<file path="src/hdl/rcg_pkg.sv">
// ----------------------------------------------------------------------------
// rcg_pkg
// Shared constants, types and controller/datapath links for the reader
// command gate.
// ----------------------------------------------------------------------------
package rcg_pkg;

  // window of stored magnitudes (power of two)
  localparam int WINDOW_LEN = 256;
  localparam int WIN_AW     = $clog2(WINDOW_LEN);

  // field and register widths
  localparam int SMP_W     = 16;
  localparam int MAG_W     = 16;
  localparam int WSUM_W    = MAG_W + WIN_AW;
  localparam int PW_W      = 12;
  localparam int T1_W      = 10;
  localparam int UG_W      = 17;
  localparam int TH_W      = 8;
  localparam int CFG_W     = 17;
  localparam int CFG_IDX_W = 2;
  localparam int CNT_W     = 17;
  localparam int PC_W      = 8;
  localparam int CMP_W     = MAG_W + TH_W + WIN_AW;

  // statistics datapath widths
  localparam int STAT_DIV_SH = 2;                   // span is T1 / 4
  localparam int N_W         = T1_W - STAT_DIV_SH;
  localparam int SUM_W       = MAG_W + N_W;
  localparam int SSQ_W       = 2 * MAG_W + N_W;
  localparam int SQ_SPLIT    = SSQ_W / 2;
  localparam int PART_W      = SQ_SPLIT + N_W;
  localparam int VAR_W       = 2 * SUM_W;
  localparam int SQ_IN_W     = VAR_W;
  localparam int SQ_OUT_W    = SQ_IN_W / 2;
  localparam int DIV_W       = SUM_W;

  // stream widths
  localparam int IN_DATA_W  = 2 * SMP_W;
  localparam int OUT_DATA_W = 2 * SMP_W + 4 * MAG_W;
  localparam int OUT_USER_W = 4;

  // fixed numbers of the gate rules
  localparam int MIN_PULSES = 5;
  localparam int STAT_MUL   = 3;
  localparam logic [CNT_W-1:0] COUNT_MAX = '1;
  localparam logic [PC_W-1:0]  PULSE_MAX = '1;

  // configuration register indexes
  localparam logic [CFG_IDX_W-1:0] CFG_PULSE_WIDTH = 2'd0;
  localparam logic [CFG_IDX_W-1:0] CFG_T1          = 2'd1;
  localparam logic [CFG_IDX_W-1:0] CFG_UNGATE      = 2'd2;
  localparam logic [CFG_IDX_W-1:0] CFG_THRESH      = 2'd3;

  // configuration reset values
  localparam logic [PW_W-1:0] PW_RST = 12'd25;
  localparam logic [T1_W-1:0] T1_RST = 10'd400;
  localparam logic [UG_W-1:0] UG_RST = 17'd4000;
  localparam logic [TH_W-1:0] TH_RST = 8'd128;

  // commands from the controller
  typedef struct packed {
    logic accept;
    logic mul_i;
    logic mul_q;
    logic mag_go;
    logic win_upd;
    logic thr_mul;
    logic gate_upd;
    logic walk_init;
    logic walk;
    logic nsq_lo;
    logic nsq_hi;
    logic ssq;
    logic var_calc;
    logic sd_go;
    logic mean_go;
    logic std_go;
    logic cap_mean;
    logic cap_std;
    logic load_out;
  } cmd_t;

  // status back to the controller
  typedef struct packed {
    logic sqrt_done;
    logic div_done;
    logic walk_done;
    logic need_stats;
    logic has_result;
    logic out_free;
  } sts_t;

endpackage

</file>
<file path="src/hdl/rcg_ctrl.sv">
// ----------------------------------------------------------------------------
// rcg_ctrl
// Sequencer for one sample: magnitude, window update, gate step and the
// optional statistics pass.
// ----------------------------------------------------------------------------
module rcg_ctrl (
  input  logic           clk,
  input  logic           rst,
  input  logic           s_tvalid,
  output logic           s_tready,
  input  rcg_pkg::sts_t  sts,
  output rcg_pkg::cmd_t  cmd
);
  import rcg_pkg::*;

  typedef enum logic [4:0] {
    S_IDLE, S_MUL_I, S_MUL_Q, S_MAG_GO, S_MAG_WAIT, S_WIN, S_THR, S_GATE,
    S_DECIDE, S_WALK_INIT, S_WALK, S_NSQ_LO, S_NSQ_HI, S_SSQ, S_VAR,
    S_SD_GO, S_SD_WAIT, S_MEAN_GO, S_MEAN_WAIT, S_STD_GO, S_STD_WAIT, S_OUT
  } state_t;

  state_t state;

  assign s_tready = state == S_IDLE;

  // command decode
  always_comb begin
    cmd           = '0;
    cmd.accept    = state == S_IDLE && s_tvalid;
    cmd.mul_i     = state == S_MUL_I;
    cmd.mul_q     = state == S_MUL_Q;
    cmd.mag_go    = state == S_MAG_GO;
    cmd.win_upd   = state == S_MAG_WAIT && sts.sqrt_done;
    cmd.thr_mul   = state == S_THR;
    cmd.gate_upd  = state == S_GATE;
    cmd.walk_init = state == S_WALK_INIT;
    cmd.walk      = state == S_WALK;
    cmd.nsq_lo    = state == S_NSQ_LO;
    cmd.nsq_hi    = state == S_NSQ_HI;
    cmd.ssq       = state == S_SSQ;
    cmd.var_calc  = state == S_VAR;
    cmd.sd_go     = state == S_SD_GO;
    cmd.mean_go   = state == S_MEAN_GO;
    cmd.std_go    = state == S_STD_GO;
    cmd.cap_mean  = state == S_MEAN_WAIT;
    cmd.cap_std   = state == S_STD_WAIT;
    cmd.load_out  = state == S_OUT && sts.has_result && sts.out_free;
  end

  // state register
  always_ff @(posedge clk) begin
    if (rst) begin
      state <= S_IDLE;
    end else begin
      case (state)
        S_IDLE: begin
          if (s_tvalid) state <= S_MUL_I;
        end
        S_MUL_I:  state <= S_MUL_Q;
        S_MUL_Q:  state <= S_MAG_GO;
        S_MAG_GO: state <= S_MAG_WAIT;
        S_MAG_WAIT: begin
          if (sts.sqrt_done) state <= S_WIN;
        end
        S_WIN:  state <= S_THR;
        S_THR:  state <= S_GATE;
        S_GATE: state <= S_DECIDE;
        S_DECIDE: begin
          state <= sts.need_stats ? S_WALK_INIT : S_OUT;
        end
        S_WALK_INIT: state <= S_WALK;
        S_WALK: begin
          if (sts.walk_done) state <= S_NSQ_LO;
        end
        S_NSQ_LO: state <= S_NSQ_HI;
        S_NSQ_HI: state <= S_SSQ;
        S_SSQ:    state <= S_VAR;
        S_VAR:    state <= S_SD_GO;
        S_SD_GO:  state <= S_SD_WAIT;
        S_SD_WAIT: begin
          if (sts.sqrt_done) state <= S_MEAN_GO;
        end
        S_MEAN_GO: state <= S_MEAN_WAIT;
        S_MEAN_WAIT: begin
          if (sts.div_done) state <= S_STD_GO;
        end
        S_STD_GO: state <= S_STD_WAIT;
        S_STD_WAIT: begin
          if (sts.div_done) state <= S_OUT;
        end
        S_OUT: begin
          if (!sts.has_result || sts.out_free) state <= S_IDLE;
        end
        default: state <= S_IDLE;
      endcase
    end
  end

endmodule

</file>
<file path="config.mk">
export PLATFORM = sky130hd
export DESIGN_NAME = rcg_ctrl
export DESIGN_NICKNAME = d
export VERILOG_FILES = /design/src/hdl/rcg_pkg.sv /design/src/hdl/rcg_ctrl.sv
export SDC_FILE = /design/constraint.sdc
export NUM_CORES = 1
export LEC_CHECK = 0
export BUFFER_PORTS_ARGS = -buffer_cell sky130_fd_sc_hd__buf_2
export CAP_MARGIN = 20
export CORE_UTILIZATION = 32
export DETAILED_ROUTE_END_ITERATION = 6
export PLACE_DENSITY = 0.58
export SLEW_MARGIN = 20
export SYNTH_ARGS = -nofsm -noshare
export SYNTH_HDL_FRONTEND = slang
export SYNTH_SLANG_ARGS = --single-unit
</file>
<file path="constraint.sdc">
create_clock -name clk -period 2.2 [get_ports clk]
set_clock_uncertainty 0.1 [all_clocks]
set_input_delay 0.33 -clock clk [delete_from_list [all_inputs] [get_ports clk]]
set_output_delay 0.33 -clock clk [all_outputs]
set_load 0.01 [all_outputs]
</file>
==> results.toml <==
[timing]
worstMarginPinSlew_ns = 0.549
slew-limit-headroom = 0.634
hold_slack_ns = 0.222
clock.fmax_mhz = 497
hold_violations = 0
tns_ns = 0
post-route-min-period_ns = 2.01
final-setup-viol-count = 0
maxSlewViolCount = 0
post-route-period-util = 0.915
timing.final.ws_setup_ns = 0.186
grt_setup_unrepaired = "false"

[clocking]
clk_latency_ns = 0.24
cts.sinks = 5
htreeDepth = 1
cts_made_buffers = 3
cts_tree = "built"
cts-resized-gates = 0
cts-root-buf = "clkbuf_4"
postCtsSetupRepairBufs = 0
clkTransAtPathRegs_ns = 0.04
cts.path.max_buffers = 2
cts_hold_buf = 0

[synthesis]
ys_ff_latch = 5
async_flop_share = 0
synth_area_um2 = 571
yosysUniqueCellTypes = 36
yosysWarnings = 0
ys.flop_type = "dfxtp_1"
yosysSeqAreaShare = 0.175
synth.net_count = 91
netlist_instances = 82
synth_edf_count = 0
avgSynthCellArea_um2 = 6.96

[setup_path]
cpPeakStageDelay_ns = 0.52
start_kind = "flop"
crit_chain = "or3b_2 -> nor3b_1 -> buf_2"
crit_type = "flop to output pin"
crit_arrival_ns = 1.58
cp.required_ns = 1.77
worst_setup_path_end_kind = "output pin"
crit_start = "state[2]$_SDFFE_PP0P_"
rr_startpoint = "state[4]$_SDFFE_PP0P_"
crit_fanout = 8
slowest_stage = "or3b_2"

[final_layout]
nNetsFinal = 119
antenna_cells = 0
top_regs = "state: 5 flops"
drive_gt1_frac = 0.376
seqCellArea_um2 = 100
multi_input_comb_area_um2 = 422
largest_reg_flops = 5
stdcell_count = 125
area_growth_pct = 28.1
n_fill_cell = 186
regMostFlops = "state"

[die]
die_area_um2 = 1960
io_pins = 29
initial_core_util = 0.362
die_w_um = 44.2
die_y_um = 44.2
placementRows = 14
coreArea_um2 = 1580

[power_and_ir_drop]
pwr-share-clk = 0.279
seqPwrFrac = 0.331
intPower_uw = 236
combPwrFrac = 0.390
switchingPower_uw = 136
max-vdd-ir-drop_v = 0.000348
leakage_nw = 0.342
totalPowerFinal_uw = 372
swShare = 0.365
power_density_nw_per_um2 = 508

[run_status]
status = "completed"

[place]
place_hpwl_um = 1160
post-place-ws_ns = 0.382
gp_congestion = 0.799
dpl.cell_count = 121
portBuffers = 28

[route]
drt_iter0_markers = 9
drcViolationCount = 0
antenna_left = 0
via_per_inst = 5.30
routedWlPerCell_um = 12.0
drt_wl_total_um = 1500
dr_total_vias = 663
drt_first_pass_iters = 6

[global_routing]
antenna_found_initial = 0
grt_pass1_wl_um = 2530
grt_usage = 0.167
gr-total-overflow = 0
grt_pass1_vias = 612
grt_max_degree = 20

[run]
cap_viol_max_count = 0

[min_path]
min-delay-start = "rst"
hold_path_class = "primary input to flop"
[cell type report]
type,count,area share
clock buffers,4,0.0360
inverters,2,0.0103
multi-input cells,68,0.577
flip-flops and latches,5,0.137
well taps,16,0.0274
repair buffers,30,0.212
[critical path: cells and delay by family (launching register included)]
| family | cells | cell delay [ns] |
|---|---|---|
| buffers and inverters | 1 | 0.16 |
| DFF | 1 | 0.48 |
| and+or+nand+nor | 2 | 0.71 |
[cells in the mapped netlist, types with 2 or more instances]
cell type  count  area, um^2
nor2_1        18        67.6
nand2_1        7        26.3
nor3_1         7        35.0
dfxtp_1        5         100
and2_1         3        18.8
buf_2          3        15.0
xnor2_1        3        26.3
a211oi_1       2        15.0
clkbuf_1       2        7.51
inv_1          2        7.51
mux2i_1        2        20.0
nand2b_1       2        12.5
nor3b_1        2        15.0
or3_1          2        12.5
[worst paths after layout]
check | to | slack [ns] | cells past startpoint
max | cmd[1] | 0.19 | 3
min | state[2]$_SDFFE_PP0P_ | 0.22 | 2
max reg2reg | state[4]$_SDFFE_PP0P_ | 0.38 | 4
min reg2reg | state[3]$_SDFFE_PP0P_ | 0.55 | 2
[placed cells by master, fill, tap and decap left out, types with 2 or more instances in the layout]
master | Yosys | layout
nand2b_1 | 2 | 2
mux2i_1 | 2 | 2
dfxtp_1 | 5 | 5
nor3_1 | 7 | 7
buf_2 | 3 | 28
buf_4 | 1 | 2
or3_1 | 2 | 2
inv_1 | 2 | 2
a211oi_1 | 2 | 2
nand2_1 | 7 | 7
nor3b_1 | 2 | 2
xnor2_1 | 3 | 3
nor2_1 | 18 | 18
and2_1 | 3 | 3
clkbuf_4 | 0 | 3
[per-stage QoR]
step / area (um^2) / util
6_report: 731 / 0.463
5_1_grt: 731 / 0.463
4_1_cts: 731 / 0.463
3_5_place_dp: 704 / 0.447
3_3_place_gp: 704 / 0.447
2_1_floorplan: 571 / -
[power by group through the flow]
| stage | Clock, mW | Combinational, mW | Sequential (mW) |
|---|---|---|---|
| after CTS | 0.108 | 0.147 | 0.123 |
| after detailed placement | 0 | 0.146 | 0.124 |
| after floorplan | 0 | 0.120 | 0.107 |
| after global placement | 0 | 0.145 | 0.125 |
| after global routing | 0.115 | 0.162 | 0.127 |
| final | 0.104 | 0.145 | 0.123 |
[metal layers]
layer	vias up	GRT usage	wire (um)
met5	-	0	0
met4	0	0.0485	16
met3	2	0.0245	89
met2	32	0.294	695
met1	290	0.208	694
li1	339	-	-
[cells by family (layout without fill, tap and decap cells)]
logic type	after synthesis	after routing	synth area share
AO/OA/AOI/OAI	11	11	0.167
XOR/XNOR	3	3	0.0461
buffers and inverters	9	36	0.0855
flip-flops	5	5	0.175
multiplexers	2	2	0.0351
AND/OR/NAND/NOR	52	52	0.491
No activity file was read; power rests on OpenSTA's default activity.
